[src/rtl/anp_pkg.sv]
// shared types and constants for the ascii number parser
`timescale 1ns / 1ps

package anp_pkg;

    localparam int VALUE_WIDTH  = 32;
    localparam int RESULT_WIDTH = 32;
    localparam int CHAR_WIDTH   = 8;

    localparam logic [CHAR_WIDTH-1:0] CH_NUL   = 8'h00;
    localparam logic [CHAR_WIDTH-1:0] CH_TAB   = 8'h09;
    localparam logic [CHAR_WIDTH-1:0] CH_CR    = 8'h0d;
    localparam logic [CHAR_WIDTH-1:0] CH_SPACE = 8'h20;
    localparam logic [CHAR_WIDTH-1:0] CH_PLUS  = 8'h2b;
    localparam logic [CHAR_WIDTH-1:0] CH_MINUS = 8'h2d;
    localparam logic [CHAR_WIDTH-1:0] CH_ZERO  = 8'h30;
    localparam logic [CHAR_WIDTH-1:0] CH_NINE  = 8'h39;
    localparam logic [CHAR_WIDTH-1:0] CH_UA    = 8'h41;
    localparam logic [CHAR_WIDTH-1:0] CH_UF    = 8'h46;
    localparam logic [CHAR_WIDTH-1:0] CH_LA    = 8'h61;
    localparam logic [CHAR_WIDTH-1:0] CH_LF    = 8'h66;
    localparam logic [CHAR_WIDTH-1:0] CH_LX    = 8'h78;

    typedef logic [VALUE_WIDTH-1:0] mag_t;

    typedef struct packed {
        logic [CHAR_WIDTH-1:0] char_code;
        logic                  unsigned_mode;
    } char_beat_t;

    typedef struct packed {
        logic [RESULT_WIDTH-1:0] value;
        logic                    valid_res;
    } result_beat_t;

    // handshake between the input register and the parse core
    typedef struct packed {
        logic valid;
        logic take;
    } stage_ctl_t;

endpackage

[src/rtl/anp_in_stage.sv]
// input register for character beats
`timescale 1ns / 1ps

module anp_in_stage
(
    input  logic                clk,
    input  logic                rst_n,
    input  logic                char_valid,
    input  anp_pkg::char_beat_t char_beat,
    output logic                char_stall,
    input  logic                take,
    output logic                s1_valid,
    output anp_pkg::char_beat_t s1_beat
);
    import anp_pkg::*;

    logic       valid_reg;
    logic       valid_next;
    char_beat_t beat_reg;
    logic       load;

    assign load       = char_valid && !char_stall;
    assign char_stall = valid_reg && !take;
    assign valid_next = load ? 1'b1 : (take ? 1'b0 : valid_reg);

    always_ff @(posedge clk or negedge rst_n)
    begin
        if (!rst_n)
        begin
            valid_reg <= 1'b0;
        end
        else
        begin
            valid_reg <= valid_next;
        end
    end

    always_ff @(posedge clk)
    begin
        if (load)
        begin
            beat_reg <= char_beat;
        end
    end

    assign s1_valid = valid_reg;
    assign s1_beat  = beat_reg;

endmodule

[src/rtl/anp_parse_core.sv]
// per-string parse state and its next-state logic
`timescale 1ns / 1ps

module anp_parse_core
(
    input  logic                  clk,
    input  logic                  rst_n,
    input  anp_pkg::stage_ctl_t   s1_ctl,
    input  anp_pkg::char_beat_t   s1_beat,
    output logic                  is_nul,
    output logic                  res_fire,
    output anp_pkg::result_beat_t res_beat
);
    import anp_pkg::*;

    localparam int WIDE_W = VALUE_WIDTH + 4;

    typedef enum logic [7:0] {
        PH_START   = 8'b0000_0001,
        PH_ZERO    = 8'b0000_0010,
        PH_SPACE   = 8'b0000_0100,
        PH_SIGN    = 8'b0000_1000,
        PH_DEC     = 8'b0001_0000,
        PH_HEXNEED = 8'b0010_0000,
        PH_HEX     = 8'b0100_0000,
        PH_TAIL    = 8'b1000_0000
    } phase_t;

    phase_t phase_reg, phase_next;
    logic   neg_reg, neg_next;
    mag_t   mag_reg, mag_next;
    logic   ovf_reg, ovf_next;
    logic   mode_reg, mode_next;

    logic [CHAR_WIDTH-1:0] c;
    logic                  fire;
    logic                  mode_eff;
    logic                  is_space;
    logic                  dec_ok;
    logic                  hex_ok;
    logic [3:0]            dec_val;
    logic [3:0]            hex_val;
    logic                  hex_ctx;
    logic [3:0]            digit;
    logic [WIDE_W-1:0]     wide;
    logic                  acc_ovf;
    mag_t                  acc_mag;
    logic                  acc_ovf_flag;
    mag_t                  fin;
    logic                  ok;

    assign c        = s1_beat.char_code;
    assign fire     = s1_ctl.valid && s1_ctl.take;
    assign is_nul   = (c == CH_NUL);
    assign mode_eff = (phase_reg == PH_START) ? s1_beat.unsigned_mode : mode_reg;

    // character classes
    always_comb
    begin
        is_space = c inside {[CH_TAB:CH_CR], CH_SPACE};
        dec_ok   = c inside {[CH_ZERO:CH_NINE]};
        dec_val  = 4'(c - CH_ZERO);
        hex_ok   = 1'b1;
        hex_val  = dec_val;
        if (c inside {[CH_LA:CH_LF]})
        begin
            hex_val = 4'(c - CH_LA + 8'd10);
        end
        else if (c inside {[CH_UA:CH_UF]})
        begin
            hex_val = 4'(c - CH_UA + 8'd10);
        end
        else if (!dec_ok)
        begin
            hex_ok = 1'b0;
        end
    end

    // shared multiply-add, base 16 or 10
    assign hex_ctx = (phase_reg == PH_HEXNEED) || (phase_reg == PH_HEX);
    assign digit   = hex_ctx ? hex_val : dec_val;

    always_comb
    begin
        if (hex_ctx)
        begin
            wide = ({4'b0, mag_reg} << 4) + WIDE_W'(digit);
        end
        else
        begin
            wide = ({4'b0, mag_reg} << 3) + ({4'b0, mag_reg} << 1) + WIDE_W'(digit);
        end
        acc_ovf = |wide[WIDE_W-1:VALUE_WIDTH];
        if (ovf_reg)
        begin
            acc_mag      = mag_reg;
            acc_ovf_flag = 1'b1;
        end
        else if (acc_ovf)
        begin
            acc_mag      = '1;
            acc_ovf_flag = 1'b1;
        end
        else
        begin
            acc_mag      = wide[VALUE_WIDTH-1:0];
            acc_ovf_flag = 1'b0;
        end
    end

    always_comb
    begin
        phase_next = phase_reg;
        neg_next   = neg_reg;
        mag_next   = mag_reg;
        ovf_next   = ovf_reg;
        mode_next  = mode_reg;
        if (fire)
        begin
            mode_next = mode_eff;
            if (is_nul)
            begin
                phase_next = PH_START;
                neg_next   = 1'b0;
                mag_next   = '0;
                ovf_next   = 1'b0;
            end
            else
            begin
                case (phase_reg)
                    PH_START, PH_SPACE:
                    begin
                        if (is_space)
                        begin
                            phase_next = PH_SPACE;
                        end
                        else if (c == CH_PLUS || c == CH_MINUS)
                        begin
                            neg_next   = (c == CH_MINUS);
                            phase_next = PH_SIGN;
                        end
                        else if (phase_reg == PH_START && c == CH_ZERO)
                        begin
                            phase_next = PH_ZERO;
                        end
                        else if (dec_ok)
                        begin
                            mag_next   = acc_mag;
                            ovf_next   = acc_ovf_flag;
                            phase_next = PH_DEC;
                        end
                        else
                        begin
                            phase_next = PH_TAIL;
                        end
                    end
                    PH_ZERO, PH_SIGN, PH_DEC:
                    begin
                        if (phase_reg == PH_ZERO && c == CH_LX)
                        begin
                            phase_next = PH_HEXNEED;
                        end
                        else if (dec_ok)
                        begin
                            mag_next   = acc_mag;
                            ovf_next   = acc_ovf_flag;
                            phase_next = PH_DEC;
                        end
                        else
                        begin
                            phase_next = PH_TAIL;
                        end
                    end
                    PH_HEXNEED, PH_HEX:
                    begin
                        if (hex_ok)
                        begin
                            mag_next   = acc_mag;
                            ovf_next   = acc_ovf_flag;
                            phase_next = PH_HEX;
                        end
                        else
                        begin
                            phase_next = PH_TAIL;
                        end
                    end
                    PH_TAIL:
                    begin
                        phase_next = PH_TAIL;
                    end
                    default:
                    begin
                        phase_next = PH_START;
                    end
                endcase
            end
        end
    end

    always_ff @(posedge clk or negedge rst_n)
    begin
        if (!rst_n)
        begin
            phase_reg <= PH_START;
            neg_reg   <= 1'b0;
            mag_reg   <= '0;
            ovf_reg   <= 1'b0;
            mode_reg  <= 1'b0;
        end
        else
        begin
            phase_reg <= phase_next;
            neg_reg   <= neg_next;
            mag_reg   <= mag_next;
            ovf_reg   <= ovf_next;
            mode_reg  <= mode_next;
        end
    end

    // final value at the terminator
    always_comb
    begin
        if (mode_eff)
        begin
            if (ovf_reg)
            begin
                fin = '1;
            end
            else if (neg_reg)
            begin
                fin = '0 - mag_reg;
            end
            else
            begin
                fin = mag_reg;
            end
        end
        else if (neg_reg)
        begin
            if (ovf_reg || (mag_reg[VALUE_WIDTH-1] && |mag_reg[VALUE_WIDTH-2:0]))
            begin
                fin = {1'b1, {(VALUE_WIDTH-1){1'b0}}};
            end
            else
            begin
                fin = '0 - mag_reg;
            end
        end
        else if (ovf_reg || mag_reg[VALUE_WIDTH-1])
        begin
            fin = {1'b0, {(VALUE_WIDTH-1){1'b1}}};
        end
        else
        begin
            fin = mag_reg;
        end
    end

    assign ok = !(phase_reg == PH_SPACE || phase_reg == PH_SIGN ||
                  phase_reg == PH_HEXNEED || phase_reg == PH_TAIL);

    assign res_fire           = fire && is_nul;
    assign res_beat.value     = RESULT_WIDTH'(fin);
    assign res_beat.valid_res = ok;

endmodule

[src/rtl/anp_out_stage.sv]
// result register for the output channel
`timescale 1ns / 1ps

module anp_out_stage
(
    input  logic                  clk,
    input  logic                  rst_n,
    input  logic                  load,
    input  anp_pkg::result_beat_t load_beat,
    output logic                  room,
    output logic                  result_valid,
    input  logic                  result_stall,
    output anp_pkg::result_beat_t result_beat
);
    import anp_pkg::*;

    logic         valid_reg;
    logic         valid_next;
    result_beat_t beat_reg;

    assign room       = !valid_reg || !result_stall;
    assign valid_next = load ? 1'b1 : (room ? 1'b0 : valid_reg);

    always_ff @(posedge clk or negedge rst_n)
    begin
        if (!rst_n)
        begin
            valid_reg <= 1'b0;
        end
        else
        begin
            valid_reg <= valid_next;
        end
    end

    always_ff @(posedge clk)
    begin
        if (load)
        begin
            beat_reg <= load_beat;
        end
    end

    assign result_valid = valid_reg;
    assign result_beat  = beat_reg;

endmodule

[src/rtl/ascii_number_to_int32_parser.sv]
// top level of the ascii number parser
//
//   channel   direction   handshake                    beat
//   char      in          char_valid / char_stall      char_beat_t
//   result    out         result_valid / result_stall  result_beat_t
//
// one character a cycle while not stalled; each is registered, then parsed
// a result shows in the cycle after its terminator is parsed
// rst_n clears the parse state and both stage valids at once
// a stalled result holds the next terminator in the input register and stalls
// the char channel; characters ahead of that terminator keep flowing
`timescale 1ns / 1ps

module ascii_number_to_int32_parser
(
    input  logic                  clk,
    input  logic                  rst_n,
    input  logic                  char_valid,
    output logic                  char_stall,
    input  anp_pkg::char_beat_t   char_beat,
    output logic                  result_valid,
    input  logic                  result_stall,
    output anp_pkg::result_beat_t result_beat
);
    import anp_pkg::*;

    logic         s1_valid;
    char_beat_t   s1_beat;
    stage_ctl_t   s1_ctl;
    logic         is_nul;
    logic         room;
    logic         res_fire;
    result_beat_t res_beat;

    assign s1_ctl.valid = s1_valid;
    assign s1_ctl.take  = s1_valid && (!is_nul || room);

    anp_in_stage u_in
    (
        .clk        (clk),
        .rst_n      (rst_n),
        .char_valid (char_valid),
        .char_beat  (char_beat),
        .char_stall (char_stall),
        .take       (s1_ctl.take),
        .s1_valid   (s1_valid),
        .s1_beat    (s1_beat)
    );

    anp_parse_core u_core
    (
        .clk      (clk),
        .rst_n    (rst_n),
        .s1_ctl   (s1_ctl),
        .s1_beat  (s1_beat),
        .is_nul   (is_nul),
        .res_fire (res_fire),
        .res_beat (res_beat)
    );

    anp_out_stage u_out
    (
        .clk          (clk),
        .rst_n        (rst_n),
        .load         (res_fire),
        .load_beat    (res_beat),
        .room         (room),
        .result_valid (result_valid),
        .result_stall (result_stall),
        .result_beat  (result_beat)
    );

    a_result_lands: assert property (@(posedge clk) disable iff (!rst_n)
        res_fire |=> result_valid)
        else $error("parsed terminator did not reach the result register");

    a_stall_needs_held: assert property (@(posedge clk) disable iff (!rst_n)
        char_stall |-> s1_valid && is_nul && result_valid && result_stall)
        else $error("input stalled without a blocked terminator");

    a_fire_is_nul: assert property (@(posedge clk) disable iff (!rst_n)
        res_fire |-> s1_valid && s1_beat.char_code == CH_NUL && room)
        else $error("result fired without a terminator");

endmodule

[config.mk]
export PLATFORM = sky130hd
export DESIGN_NAME = ascii_number_to_int32_parser
export DESIGN_NICKNAME = d
export VERILOG_FILES = /design/src/rtl/anp_pkg.sv /design/src/rtl/anp_in_stage.sv /design/src/rtl/anp_parse_core.sv /design/src/rtl/anp_out_stage.sv /design/src/rtl/ascii_number_to_int32_parser.sv
export SDC_FILE = /design/constraint.sdc
export NUM_CORES = 1
export LEC_CHECK = 0
export BUFFER_PORTS_ARGS = -buffer_cell sky130_fd_sc_hd__buf_2
export CORE_MARGIN = 4
export CORE_UTILIZATION = 55
export CTS_CLUSTER_SIZE = 20
export DETAILED_ROUTE_END_ITERATION = 10
export MAX_ROUTING_LAYER = met4
export PLACE_DENSITY_LB_ADDON = 0.12
export SYNTH_ARGS = -nofsm -noshare
export SYNTH_HDL_FRONTEND = slang
export SYNTH_HIERARCHICAL = 1
export SYNTH_SLANG_ARGS = --single-unit
[constraint.sdc]
create_clock -name clk -period 5.9 [get_ports clk]
set_input_delay 0.295 -clock clk [delete_from_list [all_inputs] [get_ports clk]]
set_output_delay 0.295 -clock clk [all_outputs]
set_load 0.05 [all_outputs]
# Yosys cells after proc, flatten, opt, wreduce, memory -nomap -nowiden
# Index checks and enable logic that the tools add are counted.
[word_totals]
register_bits = 87
input_bits = 13
[op_classes]
n_mux = 50
eq_ne = 19
reduce_logical = 41
n_addsub = 9
order_cmp = 8
[op_table]
columns = ["cell", "n"]
rows = [
  ["$mux W32", 15],
  ["$pmux W32 S3", 1],
  ["$add A36 B4 Y36", 2],
  ["$mux W8", 7],
  ["$eq A8 B6 Y1 const B", 5],
  ["$add A35 B33 Y36", 1],
  ["$mux W36", 1],
  ["$pmux W8 S4", 1],
  ["$sub A1 B32 Y32 const A", 1],
  ["$reduce_or A31 Y1", 1],
  ["$mux W1", 21],
  ["$eq A8 B7 Y1 const B", 2],
  ["$ge A8 B7 Y1 const B", 2],
  ["$le A8 B7 Y1 const B", 2],
  ["$logic_and A1 B1 Y1", 12],
  ["$mux W4", 3],
  ["$ne A3 B3 Y1 const B", 4],
  ["$sub A4 B1 Y4 const B", 3],
  ["$reduce_bool A2 Y1", 5],
  ["$logic_or A1 B1 Y1", 9],
  ["$add A4 B4 Y4 const B", 2],
  ["$eq A8 B1 Y1 const B", 1],
  ["$eq A8 B2 Y1 const B", 1],
  ["$eq A8 B3 Y1 const B", 1],
  ["other kinds (18)", 24],
]

# Longest topological paths before layout
[depth]
word_depth = 16
depth_mapped = 22

# Modules after synthesis
# Netlist, hierarchy kept.
[modules_own_cells]
columns = ["module", "area_per_inst_um2", "n_inst", "cells_each", "seq_area_each_um2"]
rows = [
  ["anp_parse_core", 6192.2, 1, 841, 1077.3],
  ["anp_out_stage", 1027.2, 1, 36, 1016.0],
  ["anp_in_stage", 327.8, 1, 14, 295.3],
  ["ascii_number_to_int32_parser", 11.3, 1, 2, 0.0],
]

# Worst setup path before layout
# No wires, ideal clock.
[synth_path]
path_kind = "reg2reg"
start = "register u_core.phase_reg[3]"
end = "register u_core.mag_reg[10]"
path_slack_ns = 1.283
stages_incl_launch_ff = 23
setup_time_ns = 0.141
t_arrival_ns = 4.475
path_cell_list = "dfrtp_1 clkbuf_1 nor3_2 nand2_1 or3_1 clkbuf_1 nor2_1 nand2_1 xnor2_1 ha_1 ha_1 inv_1 fa_1 nand2b_1 a21oi_1 o21ai_0 a21o_1 a32oi_1 mux2i_1 nand4b_1 nand2_1 buf_4 a31oi_1"
[synth_via]
elab_chain_cells = 14
word_cells_on_any_way = 35
classes_between = "2 x add/sub; 12 x eq/ne; 12 x mux; 9 x reduce/logical"
[synth_lines]
columns = ["item", "line", "text"]
rows = [
  ["start: declaration", "anp_parse_core.sv:29", "phase_t phase_reg, phase_next;"],
  ["start signal: assignment", "anp_parse_core.sv:212", "phase_reg <= phase_next;"],
  ["$eq A8 B6 Y1 or $eq A8 B7 Y1 (tied branches)", "anp_parse_core.sv:80, anp_parse_core.sv:130", ""],
  ["$logic_or A1 B1 Y1", "anp_parse_core.sv:80", "assign hex_ctx = (phase_reg == PH_HEXNEED) || (phase_reg == PH_HEX);"],
  ["$mux W4", "anp_parse_core.sv:81", "assign digit = hex_ctx ? hex_val : dec_val;"],
  ["$add A36 B4 Y36 (on tied branches)", "anp_parse_core.sv:91, anp_parse_core.sv:87", ""],
  ["$mux W36", "anp_parse_core.sv:85", "if (hex_ctx)"],
  ["$reduce_or A4 Y1", "anp_parse_core.sv:93", "acc_ovf = |wide[WIDE_W-1:VALUE_WIDTH];"],
  ["$mux W32", "anp_parse_core.sv:99", "else if (acc_ovf)"],
  ["$mux W32", "anp_parse_core.sv:94", "if (ovf_reg)"],
  ["$mux W32", "anp_parse_core.sv:146, anp_parse_core.sv:163", ""],
  ["$mux W32", "anp_parse_core.sv:142", "else if (phase_reg == PH_START && c == CH_ZERO)"],
  ["$mux W32", "anp_parse_core.sv:137", "else if (c == CH_PLUS || c == CH_MINUS)"],
  ["$mux W32", "anp_parse_core.sv:133", "if (is_space)"],
  ["$pmux W32 S3", "anp_parse_core.sv:130", "case (phase_reg)"],
  ["$mux W32", "anp_parse_core.sv:121", "if (is_nul)"],
  ["end signal: assignment", "anp_parse_core.sv:214", "mag_reg <= mag_next;"],
  ["end: declaration", "anp_parse_core.sv:31", "mag_t mag_reg, mag_next;"],
]
# Parallel ways exist; a longest one is shown, timed or not. The select of a mux whose other input is x is not followed.
# A chain may end at the register's enable or synchronous reset.

# Worst setup path in the final report
[layout_path]
start = "register u_core.phase_reg[3]"
end = "register u_core.mag_reg[0]"
# The elaborated chain is that of the path after synthesis.

==> reports/qor.yml <==
synth:
  syn_inst: 893
  syn_avg_cell_area_um2: 8.464
  synth-async-reset-ratio: 0.5172
  synth_warnings: 6
  yosys_register_bits: 87
  synth_cell_types: 79
  synth_top_cell_area_share: 0.1669
  synth_area_um2: 7558
  synth_edf_count: 42
  synth.net_count: 976
  yosys.area.top_type: "edfxtp_1"
  synth_top_flop_cell: "dfrtp_1"
  ys_seq_area_frac: 0.3160
  netlist_top_cells_area: "edfxtp_1 17%, dfrtp_1 15%, ha_1 11%"
routing:
  antenna_left: 0
  vias: 6971
  drtPass1Iterations: 6
  wl_per_cell_um: 18.31
  drc_errors: 0
  via_per_inst: 6.407
  drt-initial-drc-count: 675
  routed_wl_mm: 19.92
job:
  cap_violations: 0
floorplanning:
  io-pin-count: 48
  die_y_um: 125.2
  die_area_um2: 15680
  fp.coreArea_um2: 13350
  die_w_um: 125.2
  rows: 42
  start_util: 0.5663
finish:
  multiInputGateArea_um2: 4863
  final_area_um2: 8127
  nNetsFinal: 990
  syn2layout_area_growth_pct: 7.515
  ff_latch_area_um2: 2389
  insertedDiodeCount: 0
  largest_reg_flops: 33
  final_core_util: 0.6088
  drive_gt1_frac: 0.09868
  num-fill-cells: 1149
placed_design:
  port_buffers: 47
  gp_congestion: 0.9642
  hpwl_mm: 15.30
  dpl_cell_area_um2: 7825
sta:
  finalSetupTns_ns: 0
  finalSetupViolCount: 0
  rsz0062_at_grt: "no"
  slew_headroom: 0.3430
  fin_crit_ns: 5.333
  skew_ns: 0.008834
  timing.final.hold_violations: 0
  tightest_slew_ns: 0.9855
  period_share: 0.9038
  slew_viol_final: 0
  max_freq_mhz: 187.5
critical_path:
  ff2ff_path_depth: 19
  r2r_start: "u_core/phase_reg[3]"
  worstPathRequired_ns: 6.08
  start_kind: "register"
  rrSetupSlack_ns: 0.57
  worstSetupPathType: "reg -> reg"
  cp_cell_sequence: "nor3_2, nand2_1, or3_1, nor2_1, nand2_1, xnor2_1, ha_1, ha_1, inv_1, fa_1, nand2b_1, a21oi_1, o21ai_0, a21o_1, a32oi_1, mux2i_1, nand4b_1, nand2_4, a311oi_2"
  critPathCaptureType: "register"
  critical_path.slowest_cell: "dfrtp_1"
  rr_endpoint: "u_core/mag_reg[0]"
  cpPeakStageDelay_ns: 0.46
  crit_fanout: 21
  arrival_ns: 5.52
hold_path:
  hold_path.class: "in -> async"
power_and_ir_drop:
  p_per_area_nw_per_um2: 544.4
  ir_drop_mv: 0.2973
  p_leak_nw: 3.462
clocking:
  cts_tree: "done"
  cts_buffer_depth: 2
  cts_buffers: 9
  clock_latency_ns: 0.35
  cts_sinks: 87
  cts_max_level: 3
  clkTransAtPathRegs_ns: 0.06
  cts-root-buf: "clkbuf_16"
global_route:
  grt_start_max_net_pins: 46
  antenna_found_initial: 0
  grt_overflow: 0
  grt_pass1_wl_mm: 32.15
  grt_pass1_vias: 6384
  grt_use_total: 0.2545
status:
  status: "completed"
==> critical path: cells and delay by family, from the launching register on <==
kind	cells	cell delay [ns]
AND/OR/NAND/NOR	8	2.23
AO/OA/AOI/OAI	5	1.15
adder cells (fa/ha/maj)	3	0.89
buffers and inverters	1	0.06
XOR/XNOR	1	0.16
flip-flops	1	0.46
multiplexers	1	0.21
==> cells in the final DEF, fill, tap and decap left out, types with 4 or more instances in the layout <==
cell	Yosys	layout
o31ai_1	9	9
and4_1	4	4
a22oi_1	4	4
dfrtp_1	44	44
a31oi_1	25	25
o21a_1	10	10
buf_2	7	47
nand4b_1	6	6
nand2_1	106	105
edfxtp_1	42	42
nor3_1	21	21
clkbuf_16	0	10
ha_1	68	68
buf_4	4	4
nor2b_1	7	7
or3_1	13	13
o21bai_1	6	6
nor3b_1	4	4
nand4_1	11	11
mux2i_1	10	10
nor4_1	5	5
a21o_1	9	9
o21ai_1	10	10
o211ai_1	10	10
xor2_1	35	35
o21ai_0	88	88
a211oi_1	17	17
nor2_1	52	51
nand2b_1	8	8
inv_1	23	23
o22ai_1	5	5
a21oi_1	87	87
xnor2_1	23	23
nand3_1	17	17
o41ai_1	4	4
==> layout make-up <==
type,instances,area share
tap,176,0.02710
clock inverter,4,0.003233
timing repair buffer,51,0.03264
clock buffer,12,0.03295
sequential,87,0.2939
inverter,24,0.01170
multi-input combinational,734,0.5985
==> logic make-up after synthesis <==
| family | count (synthesis) | share of synthesized area |
|---|---|---|
| AO/OA/AOI/OAI | 318 | 0.2591 |
| AND/OR/NAND/NOR | 276 | 0.1811 |
| flip-flops | 87 | 0.3160 |
| buffers and inverters | 72 | 0.04254 |
| adder cells (fa/ha/maj) | 70 | 0.1179 |
| XOR/XNOR | 58 | 0.06721 |
| multiplexers | 12 | 0.01622 |
==> repair_timing <==
item / CTS / global route
hold buffers: 0 / 0
resized for setup: 0 / 3
setup endpoints to repair: 0 / 28
setup buffers: 0 / 0
==> report_power, final <==
part           switching, mW  internal (mW)
sequential             0.346          0.826
clock                  0.226          0.322
combinational           1.65           1.06
total                   2.22           2.20
==> metrics by stage <==
| step | total power [mW] | hold slack, ns | worst slack (ns) | instances |
|---|---|---|---|---|
| 6_report | 4.424 | 0.1006 | 0.5673 | 1088 |
| 5_1_grt | 4.781 | 0.1137 | 0.05413 | 1088 |
| 4_1_cts | 4.350 | 0.1146 | 0.07585 | 1088 |
| 3_5_place_dp | 3.791 | 0.4731 | 0.1019 | 1072 |
| 3_3_place_gp | 3.737 | 0.4713 | 0.3762 | 1072 |
| 2_1_floorplan | 3.132 | -0.0005911 | 1.283 | 893 |
==> synthesized netlist by cell type (11+ instances only) <==
cell type,count
nand3_1,17
inv_1,23
or3_1,13
o21ai_0,88
nand2_1,106
ha_1,68
clkbuf_1,33
nand4_1,11
xor2_1,35
nor2_1,52
dfrtp_1,44
a21oi_1,87
xnor2_1,23
edfxtp_1,42
a211oi_1,17
a31oi_1,25
nor3_1,21
==> layer usage <==
layer | vias up | part of all wire | track usage
met1 | 3269 | 0.48 | 0.3734
met4 | 0 | 0.021 | 0.08355
met3 | 41 | 0.066 | 0.03497
li1 | 3364 | - | -
met5 | - | 0 | -
met2 | 297 | 0.43 | 0.3635
==> how the worst max path moves through the flow <==
stage	startpoint	slack (ns)	endpoint
floorplan	u_core/phase_reg[3]	1.28	u_core/mag_reg[10]
global placement	u_in/s1_beat[1]	0.38	u_core/mag_reg[0]
detailed placement	u_in/s1_beat[1]	0.10	u_core/mag_reg[0]
CTS	u_in/s1_beat[1]	0.08	u_core/mag_reg[0]
global route	u_in/s1_beat[1]	0.05	u_core/mag_reg[6]
finish	u_core/phase_reg[3]	0.57	u_core/mag_reg[0]
No activity file was read; power rests on OpenSTA's default activity.
